==> src/rtl/core/deq_pkg.sv <==
`timescale 1ns / 1ps
// Shared types and constants for the double-ended queue core.
// No dependencies; imported by the controller, datapath, top level and bench.
package deq_pkg;

  // Default sizing, used as the defaults of the top level parameters.
  localparam int DEPTH_DEF      = 16;
  localparam int DATA_WIDTH_DEF = 32;

  // Fixed widths of the command and result fields.
  localparam int CMD_W    = 3;
  localparam int VALUE_W  = 32;
  localparam int STATUS_W = 2;

  // Command codes.
  localparam logic [CMD_W-1:0] CMD_PUSH_FRONT = 3'd0;
  localparam logic [CMD_W-1:0] CMD_PUSH_BACK  = 3'd1;
  localparam logic [CMD_W-1:0] CMD_POP_FRONT  = 3'd2;
  localparam logic [CMD_W-1:0] CMD_POP_BACK   = 3'd3;
  localparam logic [CMD_W-1:0] CMD_REVERSE    = 3'd4;
  localparam logic [CMD_W-1:0] CMD_REPORT     = 3'd5;

  // Status codes.
  localparam logic [STATUS_W-1:0] STAT_DONE      = 2'd0;
  localparam logic [STATUS_W-1:0] STAT_FULL      = 2'd1;
  localparam logic [STATUS_W-1:0] STAT_POP_EMPTY = 2'd2;

  typedef enum logic [1:0] {
    ST_IDLE,
    ST_EXEC,
    ST_READ,
    ST_DONE
  } deq_state_t;

  // Commands from the controller to the datapath.
  typedef struct packed {
    logic load;   // capture the incoming request
    logic exec;   // update pointers, write the slot on a push
    logic read;   // read both end slots of the ring
  } deq_cmd_t;

endpackage

==> src/rtl/core/deq_ram.sv <==
`timescale 1ns / 1ps
// Generic RAM: one write port, two read ports with registered read data.
// No dependencies.
module deq_ram #(
  parameter int WIDTH = 32,
  parameter int DEPTH = 16
) (
  input  logic                     clk,
  input  logic                     we,
  input  logic [$clog2(DEPTH)-1:0] waddr,
  input  logic [WIDTH-1:0]         wdata,
  input  logic                     re,
  input  logic [$clog2(DEPTH)-1:0] raddr_a,
  input  logic [$clog2(DEPTH)-1:0] raddr_b,
  output logic [WIDTH-1:0]         rdata_a,
  output logic [WIDTH-1:0]         rdata_b
);

  logic [WIDTH-1:0] mem [DEPTH];

  always_ff @(posedge clk) begin
    if (we) begin
      mem[waddr] <= wdata;
    end
    if (re) begin
      rdata_a <= mem[raddr_a];
      rdata_b <= mem[raddr_b];
    end
  end

endmodule

==> src/rtl/core/deq_ctrl.sv <==
`timescale 1ns / 1ps
// Controller state machine of the double-ended queue core.
// Depends on deq_pkg for the state type and the datapath command struct.
module deq_ctrl (
  input  logic              clk,
  input  logic              rst,
  input  logic              start,
  output logic              busy,
  output logic              done,
  output deq_pkg::deq_cmd_t dp_cmd
);

  import deq_pkg::*;

  deq_state_t state;
  deq_state_t state_next;

  always_ff @(posedge clk) begin
    if (rst) begin
      state <= ST_IDLE;
    end else begin
      state <= state_next;
    end
  end

  always_comb begin
    state_next  = state;
    busy        = 1'b0;
    done        = 1'b0;
    dp_cmd      = '0;
    unique case (state)
      ST_IDLE: begin
        if (start) begin
          dp_cmd.load = 1'b1;
          state_next  = ST_EXEC;
        end
      end
      ST_EXEC: begin
        busy        = 1'b1;
        dp_cmd.exec = 1'b1;
        state_next  = ST_READ;
      end
      ST_READ: begin
        busy        = 1'b1;
        dp_cmd.read = 1'b1;
        state_next  = ST_DONE;
      end
      ST_DONE: begin
        // Result is shown this cycle; a new request may enter at its end.
        done = 1'b1;
        if (start) begin
          dp_cmd.load = 1'b1;
          state_next  = ST_EXEC;
        end else begin
          state_next = ST_IDLE;
        end
      end
      default: begin
        state_next = ST_IDLE;
      end
    endcase
  end

endmodule

==> src/rtl/core/deq_dp.sv <==
`timescale 1ns / 1ps
// Datapath of the double-ended queue core: ring pointers, count, direction
// bit, status, and the slot RAM. Depends on deq_pkg and deq_ram.
module deq_dp #(
  parameter int DEPTH      = deq_pkg::DEPTH_DEF,
  parameter int DATA_WIDTH = deq_pkg::DATA_WIDTH_DEF
) (
  input  logic                          clk,
  input  logic                          rst,
  input  deq_pkg::deq_cmd_t             dp_cmd,
  input  logic [deq_pkg::CMD_W-1:0]     command,
  input  logic [deq_pkg::VALUE_W-1:0]   data_value,
  output logic [deq_pkg::VALUE_W-1:0]   front_value,
  output logic [deq_pkg::VALUE_W-1:0]   back_value,
  output logic [$clog2(DEPTH+1)-1:0]    entry_count,
  output logic                          is_empty,
  output logic [deq_pkg::STATUS_W-1:0]  status
);

  import deq_pkg::*;

  localparam int PtrW = $clog2(DEPTH);
  localparam int CntW = $clog2(DEPTH + 1);
  localparam int SumW = CntW + 1;
  localparam int ExtW = (DATA_WIDTH > VALUE_W) ? DATA_WIDTH : VALUE_W;

  // Captured request (payload, no reset).
  logic [CMD_W-1:0]      cmd_q;
  logic [DATA_WIDTH-1:0] val_q;
  logic [STATUS_W-1:0]   status_q;

  // Queue state.
  logic [PtrW-1:0] head;
  logic [CntW-1:0] count;
  logic            rev;

  logic [PtrW-1:0] head_next;
  logic [CntW-1:0] count_next;
  logic            rev_next;
  logic [STATUS_W-1:0] status_next;

  logic            ram_we;
  logic [PtrW-1:0] ram_waddr;
  logic [DATA_WIDTH-1:0] rdata_first;
  logic [DATA_WIDTH-1:0] rdata_last;

  logic [ExtW-1:0] val_ext;
  logic [ExtW-1:0] first_ext;
  logic [ExtW-1:0] last_ext;

  logic [PtrW-1:0] head_dec;
  logic [PtrW-1:0] head_inc;
  logic [SumW-1:0] tail_sum;
  logic [SumW-1:0] last_sum;
  logic [PtrW-1:0] tail_slot;
  logic [PtrW-1:0] last_slot;
  logic            full;
  logic            empty;
  logic            at_first;

  assign val_ext = ExtW'(data_value);

  always_ff @(posedge clk) begin
    if (dp_cmd.load) begin
      cmd_q <= command;
      val_q <= val_ext[DATA_WIDTH-1:0];
    end
    if (dp_cmd.exec) begin
      status_q <= status_next;
    end
  end

  always_ff @(posedge clk) begin
    if (rst) begin
      head  <= '0;
      count <= '0;
      rev   <= 1'b0;
    end else if (dp_cmd.exec) begin
      head  <= head_next;
      count <= count_next;
      rev   <= rev_next;
    end
  end

  // Ring arithmetic: on a non-empty queue the sums stay below twice the depth,
  // so one compare and subtract wraps them.
  assign head_dec = (head == '0) ? PtrW'(DEPTH - 1) : head - PtrW'(1);
  assign head_inc = (head == PtrW'(DEPTH - 1)) ? '0 : head + PtrW'(1);

  always_comb begin
    tail_sum = SumW'(head) + SumW'(count);
    if (tail_sum >= SumW'(DEPTH)) begin
      tail_sum = tail_sum - SumW'(DEPTH);
    end
    last_sum = SumW'(head) + SumW'(count) - SumW'(1);
    if (last_sum >= SumW'(DEPTH)) begin
      last_sum = last_sum - SumW'(DEPTH);
    end
  end

  assign tail_slot = tail_sum[PtrW-1:0];
  assign last_slot = last_sum[PtrW-1:0];
  assign full      = (count == CntW'(DEPTH));
  assign empty     = (count == '0);

  always_comb begin
    head_next   = head;
    count_next  = count;
    rev_next    = rev;
    status_next = STAT_DONE;
    ram_we      = 1'b0;
    ram_waddr   = tail_slot;
    at_first    = 1'b0;
    unique case (cmd_q) inside
      CMD_PUSH_FRONT, CMD_PUSH_BACK: begin
        at_first = (cmd_q == CMD_PUSH_FRONT) != rev;
        if (full) begin
          status_next = STAT_FULL;
        end else begin
          ram_we     = dp_cmd.exec;
          count_next = count + CntW'(1);
          if (at_first) begin
            head_next = head_dec;
            ram_waddr = head_dec;
          end
        end
      end
      CMD_POP_FRONT, CMD_POP_BACK: begin
        at_first = (cmd_q == CMD_POP_FRONT) != rev;
        if (empty) begin
          status_next = STAT_POP_EMPTY;
        end else begin
          count_next = count - CntW'(1);
          if (at_first) begin
            head_next = head_inc;
          end
        end
      end
      CMD_REVERSE: begin
        rev_next = ~rev;
      end
      default: begin
        // Report only; unused codes behave the same.
      end
    endcase
  end

  deq_ram #(
    .WIDTH (DATA_WIDTH),
    .DEPTH (DEPTH)
  ) u_ram (
    .clk     (clk),
    .we      (ram_we),
    .waddr   (ram_waddr),
    .wdata   (val_q),
    .re      (dp_cmd.read),
    .raddr_a (head),
    .raddr_b (last_slot),
    .rdata_a (rdata_first),
    .rdata_b (rdata_last)
  );

  assign first_ext = ExtW'(rdata_first);
  assign last_ext  = ExtW'(rdata_last);

  always_comb begin
    if (empty) begin
      front_value = '0;
      back_value  = '0;
    end else if (rev) begin
      front_value = last_ext[VALUE_W-1:0];
      back_value  = first_ext[VALUE_W-1:0];
    end else begin
      front_value = first_ext[VALUE_W-1:0];
      back_value  = last_ext[VALUE_W-1:0];
    end
  end

  assign entry_count = count;
  assign is_empty    = empty;
  assign status      = status_q;

endmodule

==> src/rtl/core/deque_ring_buffer_core.sv <==
`timescale 1ns / 1ps
// Top level of the double-ended queue core: controller plus datapath.
// Depends on deq_pkg, deq_ctrl, deq_dp (and through it deq_ram).
//
// Usage:
//   Drive command and data_value and raise start. The request is taken at a
//   rising edge where start is high and busy is low. Commands: push front,
//   push back, pop front, pop back, reverse, report only.
//   Exactly one result follows each request: front_value, back_value,
//   entry_count, is_empty and status are valid for the single cycle in
//   which done is high, after the exec and read states have run.
//   Steps: the exec state moves the ring pointers and writes the pushed
//   slot, the read state reads both end slots from the RAM (registered
//   read), and the done state shows the result. A new request may be taken
//   at the edge that ends the done cycle, so the block does not take a new
//   request before the result of the last one is shown.
//   The receiver cannot stall: it must take the result while done is high.
//   Reset (rst, synchronous) empties the queue, clears the direction bit
//   and returns the controller to idle; slot contents are not cleared.
//   Push when full reports status 1, pop when empty reports status 2, and
//   neither changes the queue.
module deque_ring_buffer_core #(
  parameter int DEPTH      = deq_pkg::DEPTH_DEF,
  parameter int DATA_WIDTH = deq_pkg::DATA_WIDTH_DEF
) (
  input  logic                          clk,
  input  logic                          rst,
  input  logic                          start,
  output logic                          busy,
  output logic                          done,
  input  logic [deq_pkg::CMD_W-1:0]     command,
  input  logic [deq_pkg::VALUE_W-1:0]   data_value,
  output logic [deq_pkg::VALUE_W-1:0]   front_value,
  output logic [deq_pkg::VALUE_W-1:0]   back_value,
  output logic [$clog2(DEPTH+1)-1:0]    entry_count,
  output logic                          is_empty,
  output logic [deq_pkg::STATUS_W-1:0]  status
);

  import deq_pkg::*;

  localparam int CntW = $clog2(DEPTH + 1);

  // Command strobes from the controller to the datapath.
  deq_cmd_t dp_cmd;

  deq_ctrl u_ctrl (
    .clk    (clk),
    .rst    (rst),
    .start  (start),
    .busy   (busy),
    .done   (done),
    .dp_cmd (dp_cmd)
  );

  deq_dp #(
    .DEPTH      (DEPTH),
    .DATA_WIDTH (DATA_WIDTH)
  ) u_dp (
    .clk         (clk),
    .rst         (rst),
    .dp_cmd      (dp_cmd),
    .command     (command),
    .data_value  (data_value),
    .front_value (front_value),
    .back_value  (back_value),
    .entry_count (entry_count),
    .is_empty    (is_empty),
    .status      (status)
  );

  // Every accepted request produces its result strobe after the exec and read states.
  a_result_latency: assert property (@(posedge clk) disable iff (rst)
    (start && !busy) |-> ##3 done)
    else $error("result strobe missing three cycles after request");

  // A rejected push can only happen on a full queue.
  a_full_reject: assert property (@(posedge clk) disable iff (rst)
    (done && status == STAT_FULL) |-> (entry_count == CntW'(DEPTH)))
    else $error("push rejected while queue not full");

  // A rejected pop can only happen on an empty queue.
  a_empty_reject: assert property (@(posedge clk) disable iff (rst)
    (done && status == STAT_POP_EMPTY) |-> is_empty)
    else $error("pop rejected while queue not empty");

  // Count never exceeds the capacity.
  a_count_bound: assert property (@(posedge clk) disable iff (rst)
    done |-> (entry_count <= CntW'(DEPTH)))
    else $error("entry count above capacity");

endmodule

==> config.mk <==
export PLATFORM = sky130hd
export DESIGN_NAME = deque_ring_buffer_core
export DESIGN_NICKNAME = d
export VERILOG_FILES = /design/src/rtl/core/deq_pkg.sv /design/src/rtl/core/deq_ram.sv /design/src/rtl/core/deq_ctrl.sv /design/src/rtl/core/deq_dp.sv /design/src/rtl/core/deque_ring_buffer_core.sv
export SDC_FILE = /design/constraint.sdc
export NUM_CORES = 1
export LEC_CHECK = 0
export BUFFER_PORTS_ARGS = -buffer_cell sky130_fd_sc_hd__buf_2
export CAP_MARGIN = 20
export CORE_MARGIN = 1
export CORE_UTILIZATION = 60
export CTS_BUF_LIST = sky130_fd_sc_hd__clkbuf_16
export DETAILED_ROUTE_END_ITERATION = 7
export PLACE_DENSITY = 0.78
export SLEW_MARGIN = 20
export SYNTH_ARGS = -nofsm -noshare
export SYNTH_HDL_FRONTEND = slang
export SYNTH_SLANG_ARGS = --single-unit
==> constraint.sdc <==
create_clock -name clk -period 6.1 [get_ports clk]
set_input_delay 0.305 -clock clk [delete_from_list [all_inputs] [get_ports clk]]
set_output_delay 0.305 -clock clk [all_outputs]
set_load 0.005 [all_outputs]
==> results.yml, run 1 <==
status:
  outcome: "complete, but fails checks"
  violations: "design-rule violations"
power_and_ir_drop:
  p_sw_uw: 4470
  p_seq_share_pct: 42.5
  powerDensity_nw_per_um2: 431
  power.leakage_uw: 0.0103
  combPwrFrac_pct: 30.1
  p_int_uw: 9520
  sw_frac_of_total_pct: 32.0
  clkPwrFrac_pct: 27.4
  ir_drop_uv: 332
drt:
  drc: 6
  wl_per_cell_um: 30.3
  firstDrtPassIters: 7
  postRouteAntennaNets: 0
  totalWireLength_um: 72200
  vias: 16700
  drtIter0Drc: 1911
  viasPerCell: 7.00
setup_path:
  arrival_ns: 4.52
  cp_max_fo: 49
  cp.required_ns: 6.36
  cp-start-kind: "register"
  path_class: "reg2reg"
  worst-r2r-setup-slack_ns: 1.84
  cp-end-kind: "register"
clock_network:
  root_buffer: "clkbuf_16"
  numClockSinks: 625
  clock_path_buffers: 3
  clk_latency_ns: 0.63
  h-tree-depth: 2
  clk_pin_slew_ns: 0.07
  cts_tree: "done"
  cts_resized: 0
  numCtsBuffers: 61
  post_cts_buffers: 0
timing:
  hold_violations: 0
  rsz0062_at_grt: "no"
  finalMaxSlewViolations: 0
  finalSetupViolCount: 0
  skew_ns: 0.0155
  tightest_slew_ns: 1.16
  finalCritPeriodShare_pct: 69.8
  fin_ws_ns: 1.84
  relSlewSlack_pct: 22.8
  layout_min_cycle_time_ns: 4.26
  tns_ns: 0
  fmax_mhz: 235
final_layout:
  fillerInstances: 2912
  fin_cells: 2386
  nNetsFinal: 1783
  postLayoutCoreUtil_pct: 69.3
  antenna_cells: 0
  regArea_um2: 18700
  area_growth_syn_to_layout_pct: 13.0
  multi_input_area_um2: 9630
  drive_gt1_share_pct: 30.8
grt:
  met1_usage_pct: 39.0
  grt_remaining_overflow: 0
  grt_use_met3_pct: 5.67
  grt_usage_pct: 30.1
  grt_max_degree: 90
  grt_pass1_vias: 17100
  grt_busiest_layer: "met2"
  antenna_found_initial: 0
  grt_first_pass_wirelength_um: 108000
  gr-usage-met2_pct: 51.4
place:
  dp_hpwl_um: 38300
  dp.cells: 2236
  port-buffer-count: 111
  preCtsSetupSlack_ns: 1.59
  gp_congestion: 0.819
logic_synthesis:
  synth.most_common_cell: "edfxtp_1"
  synth_edf_count: 613
  ys_types: 53
  syn_area_um2: 28700
  netlist.area_leader.share_pct: 64.0
  synth_fp_nets: 1647
  synthTopCellsByCount: "edfxtp_1, mux4_2, nand2_1"
  async_reset_ff_share_pct: 0
  synth_area_leaders: "edfxtp_1, mux4_2, mux2i_1"
  synth-seq-cells: 625
  ys_warn_count: 0
  yosys.area.top_type: "edfxtp_1"
  synth-seq-area-share_pct: 64.9
  avgSynthCellArea_um2: 18.0
  synthCells: 1593
  ys.flop_type: "edfxtp_1"
floorplan:
  fp.dieW_um: 221
  coreArea_um2: 46900
  row_count: 79
  fp.dieH_um: 221
  die_area_um2: 48800
  start_util_pct: 61.3
  num_io_pins: 112
hold_path:
  hold_path_class: "in2reg"
run:
  maxCapViolCount: 0
[critical path, cell delays in order (launching register included)]
cell     delay, ns
dfxtp_4       1.00
inv_1         0.20
ha_1          0.42
mux2_4        0.29
or3b_1        0.61
nor3_4        0.76
buf_4         0.59
[worst paths after layout]
path / start / endpoint / cells after the start
worst min register to register: u_ctrl.state[0] / u_ctrl.state[0] / 2
worst max register to register: u_dp.head[0] / u_dp.u_ram.mem[7][9] / 6
worst min-delay path: start / u_ctrl.state[1] / 4
worst max-delay path: u_dp.head[0] / u_dp.u_ram.mem[7][9] / 6
[what timing repair did]
action | 4_1_cts | 5_1_grt
hold buffers | 36 | 0
endpoints found under the hold margin | 45 | 0
endpoints found under the setup margin | 0 | 0
[metrics by stage]
stage          area [um2]  power (uW)  hold slack, ns
6_report            32500       14000           0.148
5_1_grt             32500       14500           0.184
4_1_cts             32400       14000           0.129
3_5_place_dp        30000       10200           0.483
3_3_place_gp        30000       10000           0.482
2_1_floorplan       28700        8870           0.378
[logic make-up after synthesis]
| group | share of synthesized area, % |
|---|---|
| fa+ha+maj | 0.749 |
| mux | 23.7 |
| compound gates | 2.34 |
| flops | 64.9 |
| simple gates | 5.46 |
| buf+inv | 2.15 |
| xor+xnor | 0.731 |
[power groups by stage]
| stage | Clock, uW | Combinational, uW | Sequential [uW] |
|---|---|---|---|
| CTS | 3860 | 4200 | 5940 |
| floorplan | 0 | 3080 | 5790 |
| global placement | 0 | 4050 | 5990 |
| finish | 3830 | 4210 | 5950 |
| detailed placement | 0 | 4160 | 6030 |
| global route | 4010 | 4480 | 6000 |
[per-layer routing]
metal / routed length [um] / up-vias
met5: 0 / -
met4: 2520 / 0
li1: - / 6828
met1: 25800 / 8602
met3: 7120 / 179
met2: 36700 / 1101
[registers in the layout, indices dropped and copies added, names as in the netlist]
register,count
u_dp.rev,1
u_dp.head,4
u_dp.status,2
u_dp.u_ram.rdata_a,32
u_dp.val_q,32
u_dp.u_ram.mem,512
u_dp.cmd_q,3
u_ctrl.state,2
u_dp.entry_count,5
u_dp.u_ram.rdata_b,32
[final cells by class]
class                      instances  area share [%]
clock buffer                      61            4.70
tap                              607            2.34
multi-input combinational        839            29.6
sequential                       625            57.5
timing repair buffer             192            4.15
clock inverter                    52            1.59
inverter                          10           0.116
[cell usage in the layout (no fill, tap or decap), drive strengths merged, types with 3 or more instances in the layout]
cell,instances
o211ai,33
clkbuf,61
and3,32
a21oi,9
a31oi,34
buf,156
clkinvlp,4
nand3,66
mux4,256
nor2,79
dlygate4sd3,36
ha,14
a21o,3
nand2,136
bufinv,9
edfxtp,613
nor3,24
o21ai,7
nand2b,3
clkinv,29
inv,20
dfxtp,12
a2bb2oi,3
xor2,5
mux2i,101
xnor2,12
Note: power is estimated with default switching activity, not from simulation.
==> run 2, diff against run 1 <==
--- a/config.mk
+++ b/config.mk
@@ -8,10 +8,10 @@
 export BUFFER_PORTS_ARGS = -buffer_cell sky130_fd_sc_hd__buf_2
 export CAP_MARGIN = 20
 export CORE_MARGIN = 1
-export CORE_UTILIZATION = 60
+export CORE_UTILIZATION = 56
 export CTS_BUF_LIST = sky130_fd_sc_hd__clkbuf_16
 export DETAILED_ROUTE_END_ITERATION = 7
-export PLACE_DENSITY = 0.78
+export PLACE_DENSITY = 0.76
 export SLEW_MARGIN = 20
 export SYNTH_ARGS = -nofsm -noshare
 export SYNTH_HDL_FRONTEND = slang
==> constraint.sdc (replaced) <==
create_clock -name clk -period 3.9 [get_ports clk]
set_input_delay 0.195 -clock clk [delete_from_list [all_inputs] [get_ports clk]]
set_output_delay 0.195 -clock clk [all_outputs]
set_load 0.005 [all_outputs]
==> run 2 against run 1 <==
- the run now ends clean
- power increased by 60%
- clock skew decreased by 0.00080 ns
- cell count increased by 3.5%
- global-route usage decreased by 2.1 points
- worst setup slack got worse by 1.3 ns
- flip-flop and latch count unchanged
- cell area increased by 1.3%
- largest cell class unchanged
- largest power group unchanged
- highest routed layer unchanged
==> results.yml, run 2 (synthesis gave the netlist of run 1 again) <==
floorplan:
  coreArea_um2: 50400
  fp.dieH_um: 229
  start_util_pct: 57.1
  fp.dieW_um: 229
  row_count: 82
  die_area_um2: 52200
  num_io_pins: 112
timing:
  layout_min_cycle_time_ns: 3.31
  finalSetupViolCount: 0
  fmax_mhz: 302
  finalMaxSlewViolations: 0
  finalCritPeriodShare_pct: 85.0
  holdWs_ns: 0.103
  tightest_slew_ns: 1.13
  relSlewSlack_pct: 24.6
  rsz0062_at_grt: "no"
  hold_violations: 0
  skew_ns: 0.0147
clock_network:
  numCtsBuffers: 66
  root_buffer: "clkbuf_16"
  cts-hold-fix-buffers: 36
  numClockSinks: 625
  clock_path_buffers: 3
  post_cts_buffers: 0
  cts_tree: "done"
  h-tree-depth: 3
  cts_resized: 0
  clk_pin_slew_ns: 0.06
  clk_latency_ns: 0.59
final_layout:
  drive_gt1_share_pct: 31.3
  nNetsFinal: 1800
  largest_reg_flops: 512
  antenna_cells: 0
  postLayoutCoreUtil_pct: 65.3
  fillerInstances: 3278
  final_common_cell: "edfxtp_1"
  layout_common_cells: "edfxtp_1, mux4_2, nand2_1"
  top_register: "u_dp.u_ram.mem"
  area_growth_syn_to_layout_pct: 14.4
setup_path:
  cp-end-kind: "register"
  cp_max_fo: 24
  cp-start-kind: "register"
  crit_start: "u_dp.entry_count[0]"
  cp.required_ns: 4.12
  r2r_end: "u_dp.u_ram.mem[10][0]"
  r2r_start: "u_dp.entry_count[0]"
  arrival_ns: 3.54
  worst-r2r-setup-slack_ns: 0.59
  path_class: "reg2reg"
  ff2ff_path_depth: 7
  cp-endpoint: "u_dp.u_ram.mem[10][0]"
drt:
  postRouteAntennaNets: 0
  vias: 16700
  viasPerCell: 6.78
  drc: 0
  totalWireLength_um: 71600
  drtIter0Drc: 2115
  wl_per_cell_um: 29.0
  firstDrtPassIters: 6
grt:
  grt_usage_pct: 28.0
  grt_max_degree: 120
  grt_remaining_overflow: 0
  grt_pass1_vias: 17400
  antenna_found_initial: 0
  grt_first_pass_wirelength_um: 107000
run:
  maxCapViolCount: 0
power_and_ir_drop:
  p_total_uw: 22300
  ir_drop_uv: 697
  power.leakage_uw: 0.0105
  powerDensity_nw_per_um2: 680
hold_path:
  hold_path_class: "in2reg"
  worst_hold_startpoint: "start"
  whs_path_depth: 4
place:
  gp_congestion: 0.849
  port-buffer-count: 111
  dp_hpwl_um: 40800
status:
  outcome: "finished, final reports clean"
run 2: cell count changes in the layout (fill, tap and decap cells not counted), moves of 2 or more:
cell | previous run | this run
nor3_2 | 13 | 5
clkinv_4 | 4 | 0
clkinv_2 | 13 | 10
clkbuf_16 | 61 | 69
buf_12 | 6 | 11
clkinvlp_4 | 4 | 6
inv_1 | 16 | 21
buf_4 | 38 | 46
nor3_4 | 4 | 12
run 2: power by group:
part	internal (uW)	switching, uW	leakage, uW
Sequential	8570	689	0.00564
Clock	3750	2590	0.00111
Combinational	2950	3810	0.00376
run 2: cell type report:
class | count | area, um2 | area share (%)
clock buffers | 69 | 1730 | 5.25
well taps | 672 | 841 | 2.56
inverters | 10 | 37.5 | 0.114
clock inverters | 50 | 460 | 1.40
flip-flops and latches | 625 | 18700 | 56.8
repair buffers | 204 | 1480 | 4.50
multi-input cells | 839 | 9680 | 29.4
run 2: critical path, stage by stage, from the launching register on:
cell     delay [ns]
dfxtp_1        0.41
ha_4           0.21
fa_1           0.53
inv_1          0.10
mux2_4         0.28
or3b_1         0.61
nor3_2         0.27
buf_4          0.50
run 2: stage by stage:
| stage | instances | area [um2] | worst slack (ns) | setup TNS [ns] |
|---|---|---|---|---|
| after floorplan | 1593 | 28800 | -0.859 | -108.09 |
| after global placement | 2314 | 30300 | 0.697 | 0 |
| after detailed placement | 2314 | 30300 | 0.640 | 0 |
| after CTS | 2469 | 32900 | 0.605 | 0 |
| after global routing | 2469 | 32900 | 0.455 | 0 |
| final | 2469 | 32900 | 0.586 | 0 |
run 2: how the worst min path moves through the flow:
stage	slack (ns)	endpoint
after floorplan	0.27	u_dp.head[0]
after global placement	0.37	u_dp.val_q[30]
after detailed placement	0.37	u_dp.val_q[3]
after CTS	0.08	u_ctrl.state[0]
after global routing	0.11	u_ctrl.state[1]
final	0.10	u_ctrl.state[0]
run 2: per-layer routing:
| layer | global-route usage, % | wire length (um) |
|---|---|---|
| met1 | 36.5 | 26200 |
| met2 | 46.0 | 35900 |
| met3 | 5.35 | 6560 |
| met4 | 12.6 | 2940 |
| met5 | 0 | 0 |
